## src/rtl/ttag_pkg.sv

```systemverilog
`timescale 1ns / 1ps
// Package: shared constants, register indexes and control types of the address generator.
package ttag_pkg;

    localparam int MAX_RANK_DEF  = 6;
    localparam int DIM_BITS_DEF  = 10;
    localparam int ADDR_BITS_DEF = 32;

    localparam int RANK_W   = 3;
    localparam int DIMS_W   = 60;
    localparam int ORDER_W  = 18;
    localparam int AXIS_W   = 3;
    localparam int OFFSET_W = 32;
    localparam int CFG_IDX_W = 2;

    localparam logic [RANK_W-1:0]  RANK_RESET  = 3'd0;
    localparam logic [DIMS_W-1:0]  DIMS_RESET  = 60'd1127000493261825;
    localparam logic [ORDER_W-1:0] ORDER_RESET = 18'd189896;

    typedef enum logic [CFG_IDX_W-1:0] {
        CFG_RANK  = 2'd0,
        CFG_DIMS  = 2'd1,
        CFG_ORDER = 2'd2
    } cfg_index_t;

    // Control broadcast from the sequencer to every cell of the chain.
    typedef struct packed {
        logic stride_init;   // preset size 1 / stride 0 before a stride pass
        logic stride_load;   // a stride pass step is on the broadcast bus
        logic start;         // a word was accepted: apply restart and unused clears
        logic restart;       // restart bit of the accepted word
        logic advance;       // step the odometer
    } cell_ctl_t;

endpackage

```

## src/rtl/ttag_cell.sv

```systemverilog
`timescale 1ns / 1ps
// Cell: one output axis counter with its size, stride, product and partial sum stage.
module ttag_cell #(
    parameter int IDX       = 0,
    parameter int DIM_BITS  = ttag_pkg::DIM_BITS_DEF,
    parameter int ADDR_BITS = ttag_pkg::ADDR_BITS_DEF
) (
    input  logic                        clk,
    input  logic                        rst_n,
    input  ttag_pkg::cell_ctl_t         ctl,
    input  logic [ttag_pkg::RANK_W-1:0] rank,
    input  logic [ttag_pkg::AXIS_W-1:0] axis,
    input  logic [ttag_pkg::AXIS_W-1:0] step,
    input  logic [ADDR_BITS-1:0]        stride_val,
    input  logic [DIM_BITS-1:0]         dim_val,
    input  logic [ADDR_BITS-1:0]        psum_in,
    output logic [ADDR_BITS-1:0]        psum_out,
    input  logic                        carry_in,
    output logic                        carry_out
);
    import ttag_pkg::*;

    localparam logic [RANK_W-1:0] IDX_L = RANK_W'(IDX);

    logic [DIM_BITS-1:0]           counter_reg, counter_next;
    logic [DIM_BITS-1:0]           size_reg;
    logic [ADDR_BITS-1:0]          stride_reg;
    logic [ADDR_BITS-1:0]          prod_reg;
    logic [ADDR_BITS-1:0]          psum_reg;
    logic [ADDR_BITS+DIM_BITS-1:0] prod_full;
    logic                          active;
    logic                          wrap;

    assign active    = IDX_L < rank;
    assign wrap      = ({1'b0, counter_reg} + 1'b1) >= {1'b0, size_reg};
    assign carry_out = active ? (carry_in & wrap) : carry_in;
    assign prod_full = {{ADDR_BITS{1'b0}}, counter_reg} * {{DIM_BITS{1'b0}}, stride_reg};
    assign psum_out  = psum_reg;

    always_comb
    begin
        counter_next = counter_reg;
        if (ctl.start && (ctl.restart || !active))
        begin
            counter_next = '0;
        end
        else if (ctl.advance && active && carry_in)
        begin
            counter_next = wrap ? '0 : counter_reg + 1'b1;
        end
    end

    always_ff @(posedge clk or negedge rst_n)
    begin
        if (!rst_n)
        begin
            counter_reg <= '0;
        end
        else
        begin
            counter_reg <= counter_next;
        end
    end

    // Size and stride of the walked input axis, latched during the stride pass.
    always_ff @(posedge clk)
    begin
        if (ctl.stride_init)
        begin
            size_reg   <= DIM_BITS'(1);
            stride_reg <= '0;
        end
        else if (ctl.stride_load && step == axis && axis < rank)
        begin
            size_reg   <= dim_val;
            stride_reg <= stride_val;
        end
    end

    always_ff @(posedge clk)
    begin
        prod_reg <= prod_full[ADDR_BITS-1:0];
        psum_reg <= psum_in + prod_reg;
    end

endmodule

```

## config.mk

```make
export PLATFORM = sky130hd
export DESIGN_NAME = ttag_cell
export DESIGN_NICKNAME = d
export VERILOG_FILES = /design/src/rtl/ttag_pkg.sv /design/src/rtl/ttag_cell.sv
export SDC_FILE = /design/constraint.sdc
export NUM_CORES = 1
export LEC_CHECK = 0
export BUFFER_PORTS_ARGS = -buffer_cell sky130_fd_sc_hd__buf_2
export CORE_ASPECT_RATIO = 0.8
export CORE_MARGIN = 5
export CORE_UTILIZATION = 40
export DETAILED_ROUTE_END_ITERATION = 8
export GPL_ROUTABILITY_DRIVEN = 0
export PLACE_DENSITY = 0.63
export SYNTH_ARGS = -nofsm -noshare
export SYNTH_HDL_FRONTEND = slang
export SYNTH_SLANG_ARGS = --single-unit
export TNS_END_PERCENT = 10
```

## constraint.sdc

```tcl
create_clock -name clk -period 8.3 [get_ports clk]
set_clock_uncertainty 0.2 [all_clocks]
set_input_delay 1.66 -clock clk [delete_from_list [all_inputs] [get_ports clk]]
set_output_delay 1.66 -clock clk [all_outputs]
set_load 0.05 [all_outputs]
```

After elaboration in Yosys (flattened, before gate mapping)
Index checks and enable logic that the tools add are counted.

word-level totals
  register bits = 116
  latch bits = 0
  bits in writable memories = 0
  memory bits (read-only) = 0
  bits of input ports = 91
  output and inout bits = 33
  logic and storage cells = 26
  memories = 0

operators by class
  add/subtract/negate cells = 3
  multiply operators = 1
  div/mod/pow operators = 0
  $lt $le $gt $ge = 3
  eq/ne operators = 1
  shift-type cells = 0
  multiplexer cells = 4
  bitwise operators = 1
  reduce and logical (&&, ||, !) cells = 8

operator list
  operator                 count
  $add A32 B32 Y32         1
  $mul A10 B32 Y32         1
  $mux W10                 3
  $add A10 B1 Y11 const B  1
  $ge A11 B10 Y1           1
  $add A10 B1 Y10 const B  1
  $logic_and A1 B1 Y1      5
  $eq A3 B3 Y1             1
  $lt A1 B3 Y1 const A     1
  $lt A3 B3 Y1             1
  $reduce_bool A2 Y1       1
  $and A1 B1 Y1            1
  $logic_not A1 Y1         1
  $logic_or A1 B1 Y1       1
  $mux W1                  1

Depth between registers and ports, before layout
  depth in word-level cells = 5
  depth in mapped cells = 24
  depth with buffers taken out = 22

Worst setup path after synthesis
No wires, ideal clock.

  path type = register to register
  start point = register counter_reg[2]
  end point = register prod_reg[31]
  setup time = 0.121 ns
  arrival time = 5.588 ns
  required time = 7.979 ns
  path slack = 2.391 ns
  stages on the path, launching flop included = 24
  path buffers = 2
  clock period less this slack = 5.909 ns
  cell sequence = dfrtp_1 clkbuf_1 buf_1 nand2_1 fa_1 inv_1 fa_1 inv_1 fa_1 inv_1 fa_1 inv_1 fa_1 inv_1 ha_1 o21a_1 o21a_1 o221ai_1 o31a_1 a311oi_1 o21ai_0 o2111ai_1 a21oi_1 xnor2_1

between the ends
  word-level cells in the longest chain between the ends = 1

RTL lines
  item                    RTL line         RTL
  start, declared         ttag_cell.sv:25  logic [DIM_BITS-1:0] counter_reg, counter_next;
  start signal, assigned  ttag_cell.sv:61  counter_reg <= counter_next;
  $mul A10 B32 Y32        ttag_cell.sv:37  assign prod_full = {{ADDR_BITS{1'b0}}, counter_reg} * {{DIM_BITS{1'b0}}, stride_reg};
  net prod_full[31]       ttag_cell.sv:30  logic [ADDR_BITS+DIM_BITS-1:0] prod_full;
  end signal, assigned    ttag_cell.sv:82  prod_reg <= prod_full[ADDR_BITS-1:0];
  end, declared           ttag_cell.sv:28  logic [ADDR_BITS-1:0] prod_reg;

The timed path passes the listed nets, and every way through them passes these cells.
A chain may end at the register's enable or synchronous reset.

Worst setup path after layout
  start point = register counter_reg[1]
  end point = register prod_reg[31]

The elaborated chain is that of the path after synthesis.

==> results.env <==
YS_DOMINANT_REG_CELL='sky130_fd_sc_hd__dfxtp_1'
SYNTH_CELL_TYPE_COUNT=53
MAX_CAP_VIOL_COUNT=0
GRT_FIRST_PASS_WIRELENGTH_UM=51820
YOSYS_WARNINGS=0
INSERTEDDIODECOUNT=0
DRCVIOLATIONCOUNT=0
PRE_CTS_SLACK_NS=1.769
SYN_INST=1438
FINAL_NET_COUNT=1902
ASYNCSETRESETFLOPFRACSYNTH=0.08621
FINALWIRELENGTH_UM=30580
DR_TOTAL_VIAS=9614
PATH_BUF_INV=6
DIEWIDTH_UM=211.4
ROUTE.MET3.WL_UM=1775
GLOBAL_ROUTE.USAGE.TOTAL=0.1779
CORE.ROWCOUNT=59
CRIT_FANOUT=35
FINAL.MIN_CLOCK_PERIOD_NS=6.570
SYNTH_ENABLE_FLOP_CELLS=0
SYNTH_SEQ_AREA_SHARE=0.1827
MET2_WIRELENGTH_UM=14070
TRITONCTS_CLOCK_TREE='done'
SHARE_OF_THE_CORE_FILLED_WITH_CELLS_IN_THE_FINAL_LAYOUT=0.4529
CTS_BUFFER_DEPTH=2
ACHIEVABLE-FREQUENCY_MHz=152.2
PATH_DELAY_FAMILY='adder cells'
CRITICALPATHCATEGORY='reg -> reg'
PORTBUFFERS=123
FINAL-HOLD-VIOLATION-COUNT=0
TOP_SIGNAL_LAYER_USED='met4'
DIEAREA_MM2=0.03619
LEAKAGEPOWER_nW=7.806
PATH_CLK_SLEW_NS=0.06
NETLIST_AREA_MM2=0.01298
DRV_SLEW=0
AVERAGE_WIRE_PER_STANDARD_CELL_UM=15.58
DRT-MET1-WL_UM=14150
FINALSETUPVIOLCOUNT=0
HOLDWS_NS=0.2440
REQUIRED_NS=8.40
SYNTH_SEQ_CELLS=116
POWER-PER-CELL-AREA_mW_PER_MM2=108.0
CRIT_PATH_END_KIND='flop'
CELL_CHAIN_OF_THE_CRITICAL_PATH='buf_4, nand2_1, fa_1, inv_1, fa_1, inv_1, fa_1, inv_1, fa_1, inv_1, fa_1, inv_1, ha_1, o21a_1, o21a_1, o221ai_1, o31a_1, a311oi_1, o21ai_0, o2111ai_1, a21oi_1, xnor2_1'
YOSYS.AREA.TOP_TYPE_SHARE=0.3068
WORST_PATH_MAX_DELAY_CELL='sky130_fd_sc_hd__a311oi_1'
CTS_RESIZED=0
POWER.IR.VDD_WORST_uV=132.0
GRT_ANTENNA_BEFORE_REPAIR=0
OVERFLOW_AFTER_GRT=0
SYNTH_AREA_LEADERS='sky130_fd_sc_hd__fa_1 31%, sky130_fd_sc_hd__dfxtp_1 16%, sky130_fd_sc_hd__ha_1 8.7%, sky130_fd_sc_hd__inv_1 6.6%, sky130_fd_sc_hd__and2_1 6.4%'
CTSROOTBUFFERMASTER='sky130_fd_sc_hd__clkbuf_16'
FINALCRITPERIODSHARE=0.7916
CTS_MAX_LEVEL=4
SYNTH.NET_COUNT=1818
POST-CTS-SETUP-BUFFER-COUNT=0
LAYOUT.FILLER_CELLS=3154
FP.DIEH_UM=171.2
SYN_TO_FINAL_GROWTH_PCT=12.52
DRT_ITER0_MARKERS=397
CORE_AREA_MM2=0.03226
CTS_SINKS=116
FIRST_PASS_ITERS=5
START_UTIL=0.4025
CLOCK_INSERTION_DELAY_WORST_SKEW_NS=0.43
WORST-ENDPOINT-ARRIVAL_NS=6.67
DRIVE_GT1_FRAC=0.1153
FIRST_GLOBAL_VIAS=10340
MAX-SLEW-MARGIN-REL=0.4178
SYNTHDOMINANTAREACELLTYPE='sky130_fd_sc_hd__fa_1'
TIMING.SETUP.TNS_NS=0
CRIT_PATH_START_KIND='flop'
GRT_MAX_DEGREE=44
CTS-BUFFERS-INSERTED=17
CRITICAL-PATH-MAX-STAGE-DELAY_NS=0.59
ANTENNA_LEFT=0
STATUS='finished, final reports clean'
WORST-SLEW-PIN-TRANSITION_NS=0.8733
IO_PINS=124
HPWLAFTERDP_UM=24100
ROUTED_VIA_DENSITY=4.900
MIN-DELAY-PATH-CLASS='reg -> reg'
SYN_AVG_CELL_AREA_UM2=9.030
HOLDBUFCOUNTCTS=0
SETUP_REPAIR_AFTER_GLOBAL_ROUTING_MISSED_ITS_MARGIN='no'
POSTLAYOUTSETUPSLACKWORST_NS=1.730
-- Yosys cell counts (all sizes together), types with 2 or more instances --
master and instances:
inv 228, fa 199, nand2 171, and2 134, dfxtp 106, ha 90, nor2 83, clkbuf 62
xnor2 59, a21oi 50, mux2i 41, a21o 30, o21ai 28, xor2 20, nand3 15, o21a 14
dfrtp 10, nand2b 10, nor3 9, and3 8, o21bai 8, buf 7, nor2b 6, a211oi 5
a22o 5, a31oi 5, nand4 5, a21boi 4, a211o 3, or2 3, a311oi 2, nor4 2
o311ai 2, o31a 2
-- metrics by stage --
stage | power [W] | area, µm² | cells
after detailed placement | 0.0007483 | 13960 | 1930
after floorplan | 0.0006927 | 12990 | 1438
final | 0.001578 | 14610 | 1962
after global placement | 0.0007460 | 13960 | 1930
after global routing | 0.001641 | 14610 | 1962
after CTS | 0.001609 | 14610 | 1962
-- per-layer routing --
layer,track usage,vias to the layer above
li1,-,4624
met1,0.2402,4725
met2,0.2887,228
met3,0.04748,37
met4,0.04115,0
met5,0,-
-- final cells by class --
cell class | count | area, µm² | area share
Multi-Input combinational cell | 1025 | 9497 | 0.6500
Tap cell | 427 | 534.3 | 0.03657
Clock buffer | 18 | 429.2 | 0.02937
Timing Repair Buffer | 134 | 698.2 | 0.04779
Sequential cell | 116 | 2372 | 0.1624
Inverter | 228 | 855.8 | 0.05858
Clock inverter | 14 | 224.0 | 0.01533
-- power breakdown --
part | internal (W) | switching (W) | leakage [nW]
registers | 0.000572 | 0.0000192 | 1.01
clock network | 0.000537 | 0.000306 | 0.316
logic | 0.0000530 | 0.0000905 | 6.48
-- kinds of logic (layout without fill, tap and decap cells) --
kind of cell,count (synthesis),count (layout),share of synthesized area
AOI/OAI and AO/OA,169,169,0.08865
xor gates and xnor gates,79,79,0.05329
adders and majority gates,289,289,0.3935
buffers and inverters,297,394,0.08595
DFF,116,116,0.1827
muxes,41,41,0.03161
and+or+nand+nor,447,447,0.1643
-- final timing paths --
kind                                 from        endpoint  slack, ns  cells after the start
max                        counter_reg[1]    prod_reg[31]       1.73                     22
min                           prod_reg[0]     psum_out[0]       0.24                      1
max reg2reg                counter_reg[1]    prod_reg[31]       1.73                     22
min reg2reg                   prod_reg[0]     psum_out[0]       0.24                      1
max in group asynchronous           rst_n  counter_reg[7]       6.83                      1
min in group asynchronous           rst_n  counter_reg[0]       0.87                      1
-- worst reg2reg max path, cell delays in order (launching register included) --
cell	delay, ns
sky130_fd_sc_hd__dfrtp_1	0.32
sky130_fd_sc_hd__buf_4	0.35
sky130_fd_sc_hd__nand2_1	0.15
sky130_fd_sc_hd__fa_1	0.55
sky130_fd_sc_hd__inv_1	0.05
sky130_fd_sc_hd__fa_1	0.50
sky130_fd_sc_hd__inv_1	0.06
sky130_fd_sc_hd__fa_1	0.53
sky130_fd_sc_hd__inv_1	0.05
sky130_fd_sc_hd__fa_1	0.47
sky130_fd_sc_hd__inv_1	0.05
sky130_fd_sc_hd__fa_1	0.47
sky130_fd_sc_hd__inv_1	0.04
sky130_fd_sc_hd__ha_1	0.33
sky130_fd_sc_hd__o21a_1	0.13
sky130_fd_sc_hd__o21a_1	0.16
sky130_fd_sc_hd__o221ai_1	0.19
sky130_fd_sc_hd__o31a_1	0.40
sky130_fd_sc_hd__a311oi_1	0.60
sky130_fd_sc_hd__o21ai_0	0.35
sky130_fd_sc_hd__o2111ai_1	0.26
sky130_fd_sc_hd__a21oi_1	0.10
sky130_fd_sc_hd__xnor2_1	0.13
-- cells in the final DEF, fill, tap and decap left out, types with 9 or more instances in the layout --
| master | n |
|---|---|
| sky130_fd_sc_hd__clkbuf_16 | 17 |
| sky130_fd_sc_hd__nand2_1 | 171 |
| sky130_fd_sc_hd__o21a_1 | 14 |
| sky130_fd_sc_hd__a21o_1 | 30 |
| sky130_fd_sc_hd__xor2_1 | 20 |
| sky130_fd_sc_hd__buf_4 | 11 |
| sky130_fd_sc_hd__nand3_1 | 15 |
| sky130_fd_sc_hd__dfxtp_1 | 106 |
| sky130_fd_sc_hd__inv_1 | 228 |
| sky130_fd_sc_hd__ha_1 | 90 |
| sky130_fd_sc_hd__nor2_1 | 83 |
| sky130_fd_sc_hd__a21oi_1 | 48 |
| sky130_fd_sc_hd__dfrtp_1 | 10 |
| sky130_fd_sc_hd__xnor2_1 | 59 |
| sky130_fd_sc_hd__buf_2 | 123 |
| sky130_fd_sc_hd__o21ai_0 | 27 |
| sky130_fd_sc_hd__nor3_1 | 9 |
| sky130_fd_sc_hd__nand2b_1 | 10 |
| sky130_fd_sc_hd__and2_1 | 133 |
| sky130_fd_sc_hd__mux2i_1 | 41 |
| sky130_fd_sc_hd__fa_1 | 199 |
(Power assumes the default switching activity.)
